--- config.mk ---
export PLATFORM = sky130hd
export DESIGN_NAME = crop_downscale_rgb565_unpack_top
export DESIGN_NICKNAME = d
export VERILOG_FILES = /design/src/crdu_pkg.sv /design/src/crdu_cfg_regs.sv /design/src/crdu_sampler.sv /design/src/crdu_out_stage.sv /design/src/crop_downscale_rgb565_unpack_top.sv
export SDC_FILE = /design/constraint.sdc
export NUM_CORES = 1
export LEC_CHECK = 0
export BUFFER_PORTS_ARGS = -buffer_cell sky130_fd_sc_hd__buf_4
export CORE_AREA = 2 2 111 113
export CTS_CLUSTER_DIAMETER = 50
export DETAILED_ROUTE_END_ITERATION = 8
export DIE_AREA = 0 0 113 115
export PLACE_DENSITY_LB_ADDON = 0.25
export SYNTH_ARGS = -nofsm -noshare
export SYNTH_HDL_FRONTEND = slang
export SYNTH_SLANG_ARGS = --single-unit
export TNS_END_PERCENT = 5
--- constraint.sdc ---
create_clock -name clk -period 6.8 [get_ports clk]
set_input_delay 0.34 -clock clk [delete_from_list [all_inputs] [get_ports clk]]
set_output_delay 0.34 -clock clk [all_outputs]
set_load 0.01 [all_outputs]
--- src/crdu_pkg.sv ---
package crdu_pkg;

    // frame geometry
    localparam int SRC_WIDTH  = 320;
    localparam int SRC_HEIGHT = 240;
    localparam int CROP_EDGE  = 240;
    localparam int OUT_EDGE   = 64;

    // fixed field widths
    localparam int PIXEL_W     = 16;
    localparam int CHAN_W      = 8;
    localparam int OUT_COORD_W = 6;
    localparam int XOFF_W      = 7;
    localparam int YOFF_W      = 1;
    localparam int CFG_DATA_W  = 7;
    localparam int CFG_IDX_W   = 2;

    // rgb565 layout
    localparam int RED_LSB   = 11;
    localparam int GREEN_LSB = 5;
    localparam int RED_W     = 5;
    localparam int GREEN_W   = 6;
    localparam int BLUE_W    = 5;

    // counter widths
    localparam int SCOL_W = (SRC_WIDTH > 2) ? $clog2(SRC_WIDTH) : 1;
    localparam int SROW_W = $clog2(SRC_HEIGHT + 1);
    localparam int IDX_W  = $clog2(OUT_EDGE + 1);
    localparam int POS_W  = $clog2(CROP_EDGE + 1);
    localparam int REM_W  = (OUT_EDGE > 1) ? $clog2(OUT_EDGE) : 1;
    localparam int CMP_W  = $clog2(SRC_WIDTH + SRC_HEIGHT + CROP_EDGE + 256) + 1;

    // sample step: crop position advances by CROP_EDGE/OUT_EDGE per output index
    localparam int STEP_Q = CROP_EDGE / OUT_EDGE;
    localparam int STEP_R = CROP_EDGE % OUT_EDGE;

    // offset limits keep the window inside the frame
    localparam int X_LIM = (SRC_WIDTH > CROP_EDGE) ? SRC_WIDTH - CROP_EDGE : 0;
    localparam int Y_LIM = (SRC_HEIGHT > CROP_EDGE) ? SRC_HEIGHT - CROP_EDGE : 0;
    localparam int XOFF_DEFAULT = 40;
    localparam logic [XOFF_W-1:0] XOFF_RESET =
        (XOFF_DEFAULT > X_LIM) ? XOFF_W'(X_LIM) : XOFF_W'(XOFF_DEFAULT);
    localparam logic [YOFF_W-1:0] YOFF_RESET = '0;

    typedef enum logic [CFG_IDX_W-1:0] {
        CFG_CROP_X = 2'd0,
        CFG_CROP_Y = 2'd1
    } cfg_idx_t;

    typedef struct packed {
        logic [XOFF_W-1:0] xoff;
        logic [YOFF_W-1:0] yoff;
    } offsets_t;

    // output index with its crop sample position kept as quotient and remainder
    typedef struct packed {
        logic [IDX_W-1:0] idx;
        logic [POS_W-1:0] pos;
        logic [REM_W-1:0] rem;
    } samp_t;

    typedef struct packed {
        logic                   emit;
        logic [OUT_COORD_W-1:0] col;
        logic [OUT_COORD_W-1:0] row;
        logic                   done;
    } decision_t;

    function automatic samp_t samp_advance(samp_t s);
        logic [REM_W:0] rsum;
        samp_t          n;
        rsum  = {1'b0, s.rem} + (REM_W+1)'(STEP_R);
        n.idx = s.idx + IDX_W'(1);
        if (rsum >= (REM_W+1)'(OUT_EDGE))
        begin
            n.rem = REM_W'(rsum - (REM_W+1)'(OUT_EDGE));
            n.pos = s.pos + POS_W'(STEP_Q) + POS_W'(1);
        end
        else
        begin
            n.rem = REM_W'(rsum);
            n.pos = s.pos + POS_W'(STEP_Q);
        end
        return n;
    endfunction

endpackage

--- src/crdu_cfg_regs.sv ---
module crdu_cfg_regs (
    input  logic                            clk,
    input  logic                            rst_n,
    input  logic                            wr_en,
    input  logic [crdu_pkg::CFG_IDX_W-1:0]  wr_index,
    input  logic [crdu_pkg::CFG_DATA_W-1:0] wr_data,
    output crdu_pkg::offsets_t              offsets
);
    import crdu_pkg::*;

    logic [XOFF_W-1:0] xoff_reg, xoff_next;
    logic [YOFF_W-1:0] yoff_reg, yoff_next;
    logic [XOFF_W-1:0] x_wr;
    logic [YOFF_W-1:0] y_wr;

    // offsets are clamped on write so the window stays inside the frame
    always_comb
    begin
        x_wr = XOFF_W'(wr_data);
        y_wr = YOFF_W'(wr_data);
        if (CMP_W'(x_wr) > CMP_W'(X_LIM))
            x_wr = XOFF_W'(X_LIM);
        if (CMP_W'(y_wr) > CMP_W'(Y_LIM))
            y_wr = YOFF_W'(Y_LIM);
    end

    always_comb
    begin
        xoff_next = xoff_reg;
        yoff_next = yoff_reg;
        if (wr_en)
        begin
            case (wr_index)
                CFG_CROP_X: xoff_next = x_wr;
                CFG_CROP_Y: yoff_next = y_wr;
                default:    ;
            endcase
        end
    end

    always_ff @(posedge clk or negedge rst_n)
    begin
        if (!rst_n)
        begin
            xoff_reg <= XOFF_RESET;
            yoff_reg <= YOFF_RESET;
        end
        else
        begin
            xoff_reg <= xoff_next;
            yoff_reg <= yoff_next;
        end
    end

    assign offsets.xoff = xoff_reg;
    assign offsets.yoff = yoff_reg;

endmodule

--- src/crdu_sampler.sv ---
module crdu_sampler (
    input  logic                  clk,
    input  logic                  rst_n,
    input  logic                  fire,
    input  logic                  start,
    input  crdu_pkg::offsets_t    offsets,
    output crdu_pkg::decision_t   dec
);
    import crdu_pkg::*;

    logic [SCOL_W-1:0] src_col_reg, src_col_next, src_col_e;
    logic [SROW_W-1:0] src_row_reg, src_row_next, src_row_e;
    samp_t             col_reg, col_next, col_e;
    samp_t             row_reg, row_next, row_e;
    logic              row_hit;
    logic              emit;

    // frame start clears the counters before this pixel is used
    assign src_col_e = start ? '0 : src_col_reg;
    assign src_row_e = start ? '0 : src_row_reg;
    assign col_e     = start ? '0 : col_reg;
    assign row_e     = start ? '0 : row_reg;

    assign row_hit = (src_row_e < SROW_W'(SRC_HEIGHT))
                  && (row_e.idx < IDX_W'(OUT_EDGE))
                  && (CMP_W'(src_row_e) >= CMP_W'(offsets.yoff) + CMP_W'(row_e.pos));

    assign emit = row_hit
               && (col_e.idx < IDX_W'(OUT_EDGE))
               && (CMP_W'(src_col_e) >= CMP_W'(offsets.xoff) + CMP_W'(col_e.pos));

    always_comb
    begin
        src_col_next = src_col_e + SCOL_W'(1);
        src_row_next = src_row_e;
        row_next     = row_e;
        col_next     = emit ? samp_advance(col_e) : col_e;
        if (src_col_e == SCOL_W'(SRC_WIDTH - 1))
        begin
            src_col_next = '0;
            if (row_hit)
            begin
                row_next = samp_advance(row_e);
                col_next = '0;
            end
            if (src_row_e < SROW_W'(SRC_HEIGHT))
                src_row_next = src_row_e + SROW_W'(1);
        end
    end

    always_ff @(posedge clk or negedge rst_n)
    begin
        if (!rst_n)
        begin
            src_col_reg <= '0;
            src_row_reg <= '0;
            col_reg     <= '0;
            row_reg     <= '0;
        end
        else if (fire)
        begin
            src_col_reg <= src_col_next;
            src_row_reg <= src_row_next;
            col_reg     <= col_next;
            row_reg     <= row_next;
        end
    end

    assign dec.emit = emit;
    assign dec.col  = OUT_COORD_W'(col_e.idx);
    assign dec.row  = OUT_COORD_W'(row_e.idx);
    assign dec.done = (col_e.idx == IDX_W'(OUT_EDGE - 1))
                   && (row_e.idx == IDX_W'(OUT_EDGE - 1));

endmodule

--- src/crdu_out_stage.sv ---
module crdu_out_stage (
    input  logic                             clk,
    input  logic                             rst_n,
    input  logic                             load,
    input  logic [crdu_pkg::PIXEL_W-1:0]     pixel,
    input  crdu_pkg::decision_t              dec,
    output logic                             slot_free,
    output logic                             out_valid,
    input  logic                             out_ready,
    output logic [crdu_pkg::CHAN_W-1:0]      red,
    output logic [crdu_pkg::CHAN_W-1:0]      green,
    output logic [crdu_pkg::CHAN_W-1:0]      blue,
    output logic [crdu_pkg::OUT_COORD_W-1:0] out_col,
    output logic [crdu_pkg::OUT_COORD_W-1:0] out_row,
    output logic                             frame_done
);
    import crdu_pkg::*;

    logic                   valid_reg, valid_next;
    logic [CHAN_W-1:0]      red_reg, green_reg, blue_reg;
    logic [OUT_COORD_W-1:0] col_reg, row_reg;
    logic                   done_reg;

    assign slot_free = !valid_reg || out_ready;

    always_comb
    begin
        valid_next = valid_reg;
        if (load)
            valid_next = 1'b1;
        else if (out_ready)
            valid_next = 1'b0;
    end

    always_ff @(posedge clk or negedge rst_n)
    begin
        if (!rst_n)
            valid_reg <= 1'b0;
        else
            valid_reg <= valid_next;
    end

    // widen 5/6/5 to 8 bits by a left shift
    always_ff @(posedge clk)
    begin
        if (load)
        begin
            red_reg   <= {pixel[RED_LSB +: RED_W], (CHAN_W-RED_W)'(0)};
            green_reg <= {pixel[GREEN_LSB +: GREEN_W], (CHAN_W-GREEN_W)'(0)};
            blue_reg  <= {pixel[0 +: BLUE_W], (CHAN_W-BLUE_W)'(0)};
            col_reg   <= dec.col;
            row_reg   <= dec.row;
            done_reg  <= dec.done;
        end
    end

    assign out_valid  = valid_reg;
    assign red        = red_reg;
    assign green      = green_reg;
    assign blue       = blue_reg;
    assign out_col    = col_reg;
    assign out_row    = row_reg;
    assign frame_done = done_reg;

endmodule

--- src/crop_downscale_rgb565_unpack_top.sv ---
// Center crop and nearest-neighbor downscale of an RGB565 camera stream. Pixels come in raster
// order over a 320x240 frame, one per item, with frame_start on the first pixel. A 240x240 window
// starting at column crop_x_offset (register 0, reset 40, clamped to 80) and row crop_y_offset
// (register 1, clamped to 0) is reduced to 64x64: output index i takes crop index floor(i*240/64).
// Each picked pixel comes out as 8-bit red, green and blue (5/6/5 bits shifted left) with its
// output column, row and frame_done on the last pixel. Pixels outside the picked grid give no
// item. The block takes one pixel per clock, except while a sampled pixel waits for the result
// register to free up: an input register feeds combinational counter and compare logic that
// writes the result register that drives out_valid. Configuration writes are always taken
// (cfg_ready is tied high) and must only happen while no pixel is in flight.
module crop_downscale_rgb565_unpack_top (
    input  logic                             clk,
    input  logic                             rst_n,
    input  logic                             in_valid,
    output logic                             in_ready,
    input  logic [crdu_pkg::PIXEL_W-1:0]     pixel,
    input  logic                             frame_start,
    output logic                             out_valid,
    input  logic                             out_ready,
    output logic [crdu_pkg::CHAN_W-1:0]      red,
    output logic [crdu_pkg::CHAN_W-1:0]      green,
    output logic [crdu_pkg::CHAN_W-1:0]      blue,
    output logic [crdu_pkg::OUT_COORD_W-1:0] out_col,
    output logic [crdu_pkg::OUT_COORD_W-1:0] out_row,
    output logic                             frame_done,
    input  logic                             cfg_valid,
    output logic                             cfg_ready,
    input  logic [crdu_pkg::CFG_IDX_W-1:0]   cfg_index,
    input  logic [crdu_pkg::CFG_DATA_W-1:0]  cfg_data
);
    import crdu_pkg::*;

    // input register
    logic               s1_valid_reg, s1_valid_next;
    logic [PIXEL_W-1:0] s1_pixel_reg;
    logic               s1_start_reg;

    offsets_t           offsets;
    decision_t          dec;
    logic               slot_free;
    logic               s1_fire;
    logic               in_fire;

    assign cfg_ready = 1'b1;

    crdu_cfg_regs u_cfg (
        .clk      (clk),
        .rst_n    (rst_n),
        .wr_en    (cfg_valid && cfg_ready),
        .wr_index (cfg_index),
        .wr_data  (cfg_data),
        .offsets  (offsets)
    );

    // a pixel that gives no item retires even while the result register is held
    assign s1_fire  = s1_valid_reg && (!dec.emit || slot_free);
    assign in_ready = !s1_valid_reg || s1_fire;
    assign in_fire  = in_valid && in_ready;

    always_comb
    begin
        s1_valid_next = s1_valid_reg;
        if (in_fire)
            s1_valid_next = 1'b1;
        else if (s1_fire)
            s1_valid_next = 1'b0;
    end

    always_ff @(posedge clk or negedge rst_n)
    begin
        if (!rst_n)
            s1_valid_reg <= 1'b0;
        else
            s1_valid_reg <= s1_valid_next;
    end

    always_ff @(posedge clk)
    begin
        if (in_fire)
        begin
            s1_pixel_reg <= pixel;
            s1_start_reg <= frame_start;
        end
    end

    // source and output counters, decides whether this pixel is sampled
    crdu_sampler u_sampler (
        .clk     (clk),
        .rst_n   (rst_n),
        .fire    (s1_fire),
        .start   (s1_start_reg),
        .offsets (offsets),
        .dec     (dec)
    );

    // color widening and result register
    crdu_out_stage u_out (
        .clk        (clk),
        .rst_n      (rst_n),
        .load       (s1_fire && dec.emit),
        .pixel      (s1_pixel_reg),
        .dec        (dec),
        .slot_free  (slot_free),
        .out_valid  (out_valid),
        .out_ready  (out_ready),
        .red        (red),
        .green      (green),
        .blue       (blue),
        .out_col    (out_col),
        .out_row    (out_row),
        .frame_done (frame_done)
    );

    // a sampled pixel never overwrites a result that is still waiting
    a_no_overwrite: assert property (@(posedge clk) disable iff (!rst_n)
        (s1_fire && dec.emit) |-> (!out_valid || out_ready))
        else $error("result register overwritten");

    // a new item only enters when the held one retires
    a_no_drop: assert property (@(posedge clk) disable iff (!rst_n)
        in_fire |-> (!s1_valid_reg || s1_fire))
        else $error("input item dropped");

    // frame_done marks exactly the last grid position
    a_done_pos: assert property (@(posedge clk) disable iff (!rst_n)
        (out_valid && frame_done) |->
            (out_col == OUT_COORD_W'(OUT_EDGE - 1) && out_row == OUT_COORD_W'(OUT_EDGE - 1)))
        else $error("frame_done away from last pixel");

endmodule

# Yosys cells after proc, flatten, opt, wreduce, memory -nomap -nowiden
# Index checks and enable logic that the tools add are counted.
# totals
ff_bits	115
inputBits	31
output_inout_bits	40
wordCells	86
# op_classes
addsub	14
n_lt_le_gt_ge	9
n_eq_ne	4
muxes	20
n_reduce_logical	19
# op_table
op	count
2-to-1 mux 21 bit	7
2-to-1 mux 14 bit	2
adder 8 x 1 -> 8 bit, second input constant	3
2-to-1 mux 8 bit	3
2-to-1 mux 9 bit	2
adder 8 x 2 -> 8 bit, second input constant	2
adder 6 x 6 -> 7 bit, second input constant	2
adder 7 x 1 -> 7 bit, second input constant	2
== test 7 x 6 -> 1 bit, second input constant	2
>= comparator 7 bit, second input constant	2
< comparator 7 bit, second input constant	2
>= comparator 8 x 12 -> 1 bit	1
>= comparator 9 x 12 -> 1 bit	1
subtractor 6 x 1 -> 6 bit, second input constant	2
adder 1 x 8 -> 9 bit	1
adder 7 x 8 -> 9 bit	1
adder 9 x 1 -> 9 bit, second input constant	1
== test 9 bit, second input constant	1
logical AND 1 bit	8
< comparator 8 bit, second input constant	1
greater-than comparator 7 bit, second input constant	1
2-to-1 mux 7 bit	1
2-to-1 mux 1 bit	5
AND reduction 2 bit	2
other kinds (6)	11

# Longest topological paths before layout
# logic_depth
word_depth	12
depth_mapped	24
depth_no_buf	18

# By module
# From an unflattened synthesis, not the netlist that was laid out.
# unflattened
cells_unflattened	635
area_unflattened_um2	6543.8
# modules_own_cells
module	instances	cells_each	area_per_inst_um2	seq_area_each_um2
crdu_sampler	1	539	4605.7	1476.4
crdu_out_stage	1	41	982.2	895.9
crop_downscale_rgb565_unpack_top	1	26	600.6	535.5
crdu_cfg_regs	1	29	355.3	177.7

# Least setup slack after synthesis
# OpenSTA, ideal clock, no wires.
# synth_path
path_type	register to register
start	reg s1_start_reg
end	reg u_out.blue_reg[3], in the netlist u_out.blue[3], enable pin
setup_ps	415
arrival_time_ps	5236
t_required_ps	6385
setup_slack_ps	1149
path_stages_with_launch	23
n_path_buf	6
period_less_slack_ps	5651
path_cell_list	edfxtp_1 > buf_6 > buf_2 > buf_2 > clkbuf_1 > nor2b_1 > ha_1 > ha_1 > a21o_1 > a21oi_1 > o2bb2ai_1 > a21oi_1 > o21ai_0 > a21oi_1 > or2_2 > ha_1 > and3_1 > a221o_1 > o22ai_2 > o21ai_2 > buf_2 > buf_2 > nor2_1
# synth_via
elab_chain_len	10
elab_cells_between_ends	19
classes_between	add/sub: 2; order compare: 5; mux: 4; reduce/logical: 8
# synth_rtl
item	line	rtl
from (decl)	crop_downscale_rgb565_unpack_top.sv:36	logic s1_start_reg;
from (signal assigned)	crop_downscale_rgb565_unpack_top.sv:82	s1_start_reg <= frame_start;
2-to-1 mux 21 bit or 2-to-1 mux 8 bit (tied branches)	crdu_sampler.sv:22, crdu_sampler.sv:20	
adder 1 x 8 -> 9 bit (tied with other cells)	crdu_sampler.sv:26	&& (CMP_W'(src_row_e) >= CMP_W'(offsets.yoff) + CMP_W'(row_e.pos));
>= comparator 8 x 12 -> 1 bit or logical AND 1 bit (tied branches)	crdu_sampler.sv:26, crdu_sampler.sv:25	
logical AND 1 bit	crdu_sampler.sv:26	
logical AND 1 bit	crdu_sampler.sv:29	&& (col_e.idx < IDX_W'(OUT_EDGE))
logical AND 1 bit *	crdu_sampler.sv:30	&& (CMP_W'(src_col_e) >= CMP_W'(offsets.xoff) + CMP_W'(col_e.pos));
logical NOT 1 bit	crop_downscale_rgb565_unpack_top.sv:56	assign s1_fire = s1_valid_reg && (!dec.emit || slot_free);
logical OR 1 bit	crop_downscale_rgb565_unpack_top.sv:56	
logical AND 1 bit	crop_downscale_rgb565_unpack_top.sv:56	
logical AND 1 bit *	crop_downscale_rgb565_unpack_top.sv:100	.load (s1_fire && dec.emit),
via u_out.load	crdu_out_stage.sv:4	input logic load,
to (signal assigned)	crdu_out_stage.sv:50	blue_reg <= {pixel[0 +: BLUE_W], (CHAN_W-BLUE_W)'(0)};
to (decl)	crdu_out_stage.sv:20	logic [CHAN_W-1:0] red_reg, green_reg, blue_reg;
# Mark *: on every way through the listed nets, which the timed path passes. The rest lies on a longest branch.
# A chain may end at the register's enable or synchronous reset.

# Final worst setup path
# layout_path
start	reg s1_start_reg
end	reg s1_start_reg, enable pin
# layout_via
elab_chain_len	11
elab_cells_between_ends	20
classes_between	add/sub: 2; order compare: 5; mux: 4; reduce/logical: 9
# layout_rtl
item	line	rtl
2-to-1 mux 21 bit or 2-to-1 mux 8 bit (tied branches)	crdu_sampler.sv:22, crdu_sampler.sv:20	
adder 1 x 8 -> 9 bit (tied with other cells)	crdu_sampler.sv:26	
>= comparator 8 x 12 -> 1 bit or logical AND 1 bit (tied branches)	crdu_sampler.sv:26, crdu_sampler.sv:25	
logical AND 1 bit	crdu_sampler.sv:26	
logical AND 1 bit	crdu_sampler.sv:29	
logical AND 1 bit *	crdu_sampler.sv:30	
logical NOT 1 bit *	crop_downscale_rgb565_unpack_top.sv:56	
logical OR 1 bit *	crop_downscale_rgb565_unpack_top.sv:56	
logical AND 1 bit *	crop_downscale_rgb565_unpack_top.sv:56	
logical OR 1 bit *	crop_downscale_rgb565_unpack_top.sv:57	assign in_ready = !s1_valid_reg || s1_fire;
logical AND 1 bit *	crop_downscale_rgb565_unpack_top.sv:58	assign in_fire = in_valid && in_ready;
via in_fire	crop_downscale_rgb565_unpack_top.sv:42	logic in_fire;
# Marks and branches as above.

==> results.md <==
- Area grow syn2layout: 18.5%
- Run status: finished with violations
- Worst VDD drop: 0.194 mV
- Highest Clock Rate: around 190 MHz
- Setup crit start: s1_start_reg$_DFFE_PP_
- Number of global-route vias before repair: just under 5,000
- Pwr Total: about 2200 uW
- Full die area: between 0.01 and 0.015 mm2
- Least-Margin Pin Slew: around 0.9 ns
- Crit path time final: 5.24 ns
- CTS tree: yes
- WL per Instance: 18.0 um
- Num CTS Buffers: 17
- Number of top-level pins: 71
- Hold Vio Cnt, Final: 0
- H-Tree Level Count: 4
- Peak per-stage delay on the critical path: 0.66 ns
- Total grt overflow: 0
- Vias/cell: about 6.1
- Main synth FF type: dfrtp_1
- Placed Area: 0.00692 mm2
- CTS Root Buffer Type: clkbuf_16
- Crit-path cells: nor2b_1 > ha_1 > ha_1 > a21o_1 > a21oi_1 > o2bb2ai_1 > a21oi_1 > o21ai_0 > a21oi_1 > or2_2 > ha_1 > and3_1 > a221o_1 > o22ai_2 > nor2_1 > nand3_1 > and2_1
- First-pass GRT wire length: around 24 mm
- Reg-to-reg startpoint: s1_start_reg$_DFFE_PP_
- Worst Path Max Fanout: 17
- Mean Syn Cell Area: approximately 10 um2
- Finished Cell Area: 0.00757 mm2
- Worst EP arrival: between 5 and 6 ns
- Largest net degree at the start of global routing: a little under 70
- Post-cts repair resize count: 0
- Via count: between 5,000 and 6,000
- CP Depth: 17
- Reg2reg setup slack: about 1.6 ns
- Die width: about 110 um
- Tcrit/Tclk final: approximately 77%
- Initial Utilization: approximately 54%
- Post-synth cell types: 75
- DR iter-0 viols: approximately 360
- CP required: ~7 ns
- Setup Fix Bufs, Post-CTS: 0
- Max-slew violations: 0
- Sequential area share after synthesis: between 40% and 50%
- Number of I/O port buffers: between 60 and 70
- Critical path startpoint category: flop
- Post-DP HPWL: about 9.9 mm
- Die span in y: approximately 120 um
- Critical path class: reg -> reg
- Max_cap viols: 0
- Min Hold Slack: 0.0542 ns
- Final number of setup-violating endpoints: 0
- Kind of cell adding the most delay to the critical path: simple AND/OR/NAND/NOR gates
- ANT cells: 0
- Fin Setup TNS: 0 ns
- Remaining antenna violation count after routing: 0
- Share of post-route cells with drive strength above 1: around 17%
- Final Skew: roughly 0.014 ns
- Utilization after layout: 64.1%
- RePlAce Congestion: 0.895
- Pwr dens: between 200 and 300 mW/mm2
- DRC Markers: 4
- Cells after Synth: 613
- Total Wirelength: 14.9 mm
- Clock latency on the worst-skew pair: about 0.42 ns
- Nets@finish: 735
- GRT Util Overall: between 20% and 30%
- Clock Sinks: 114
- Synthesis-stage register bit count: between 100 and 150
- Initial antenna violation count: 0
- R2r worst-path depth: 17
- Unrepaired setup endpoints after global routing: no
- Lkg Pwr: 0.00326 uW
- Worst setup EP type: flop
- CORE AREA: between 0.01 and 0.015 mm2
- CP max-delay cell: and2_1
- Maximum root-to-sink buffer count: 2
- Worst path bufs/invs: 0
- Async SR Flop Fraction: about 60%
- EDFF count, synth: 46
- Slew margin rel.: around two fifths
- Failing checks: design-rule violations
- Class of the worst hold path: in -> async
- Critical Path End: s1_start_reg$_DFFE_PP_
- Placement row count: 40
- Cell area after synthesis: roughly 0.0064 mm2
- First-pass DRT Iterations: 8
- RR Endpoint: s1_start_reg$_DFFE_PP_
- CTS clk-pin slew, worst paths: approximately 0.060 ns
- Hold-fix buffers, CTS: 0
- Yosys warns: 0
-- per-layer routing --
layer / part of all wire [%] / global-route usage (%)
met1: 41 / 29.0
met2: 50 / 40.0
met3: 5.6 / 4.80
met4: 2.7 / 11.1
met5: 0 / 0
-- placed cells by master, fill, tap and decap left out, drive strengths merged, types with 8 or more instances in the layout --
cell      n
o2bb2ai  10
a22o      9
o21ai    30
edfxtp   46
a21oi    25
buf      68
and3     10
nor3      8
ha       34
xor2     10
clkbuf   17
conb      9
dfrtp    66
nor4     11
o31ai    11
nor2b    40
inv      21
nor2     33
nand2    63
and2     13
nand3    21
xnor2    10
-- Yosys cell counts, drive strengths merged, types with 4 or more instances --
master	count	area share, %
dfrtp	66	26
nand2	63	3.7
edfxtp	46	22
nor2b	40	4.0
ha	34	6.7
nor2	33	1.9
o21ai	30	2.4
a21oi	25	2.0
buf	24	2.5
nand3	21	1.6
inv	19	1.1
and2	13	1.3
clkbuf	13	0.76
nor4	11	1.2
o31ai	11	1.3
and3	10	0.98
o2bb2ai	10	1.4
xnor2	10	1.4
xor2	10	1.4
a22o	9	1.2
nor3	8	0.63
a211o	7	0.96
nand4	7	0.78
a32o	6	0.94
nand2b	6	0.59
a221o	5	0.78
a22oi	5	0.59
nor4b	5	1.0
o21a	5	0.59
a21o	4	0.47
o211ai	4	0.55
o21bai	4	0.47
or4	4	0.53
-- cells by family (layout without fill, tap and decap cells) --
kind of cell | after synthesis | after routing | synth area share (%)
simple gates | 236 | 236 | 20.4
compound gates | 147 | 147 | 17.0
flops | 114 | 114 | 48.3
buf+inv | 57 | 120 | 4.42
fa+ha+maj | 34 | 34 | 6.65
xor+xnor | 20 | 20 | 2.74
mux | 3 | 3 | 0.489
other cells | 2 | 9 | 0.117
-- stage by stage --
stage | std cells | setup slack [ns]
2_1_floorplan | 620 | 1.15
3_3_place_gp | 798 | 1.83
3_5_place_dp | 798 | 1.64
4_1_cts | 830 | 1.60
5_1_grt | 830 | 1.10
6_report | 830 | 1.56
-- power by group --
group,leakage [uW],internal (uW),switching (uW)
clock network,0.000313,654,332
logic,0.00160,143,201
registers,0.00134,779,62.0
-- final cells by class --
cell class	instances	area (um2)
Inverter	20	75.1
Multi-Input combinational cell	449	3060
Clock inverter	15	233
Clock buffer	17	425
Tap cell	147	184
Sequential cell	114	3090
Timing Repair Buffer	68	510
Fill cell	873	4240
-- worst min-delay path by stage --
stage,startpoint,endpoint,slack (ns)
after floorplan,rst_n,s1_valid_reg$_DFFE_PN0P_,0.04
after CTS,rst_n,u_sampler.src_row_reg[0]$_DFFE_PN0P_,0.08
after global routing,pixel[7],s1_pixel_reg[7]$_DFFE_PP_,0.09
after detailed placement,s1_pixel_reg[5]$_DFFE_PP_,u_out.green[2]$_DFFE_PP_,0.41
after global placement,s1_pixel_reg[8]$_DFFE_PP_,u_out.green[5]$_DFFE_PP_,0.40
final,rst_n,u_sampler.src_row_reg[2]$_DFFE_PN0P_,0.05
Note: power is estimated with default switching activity, not from simulation.
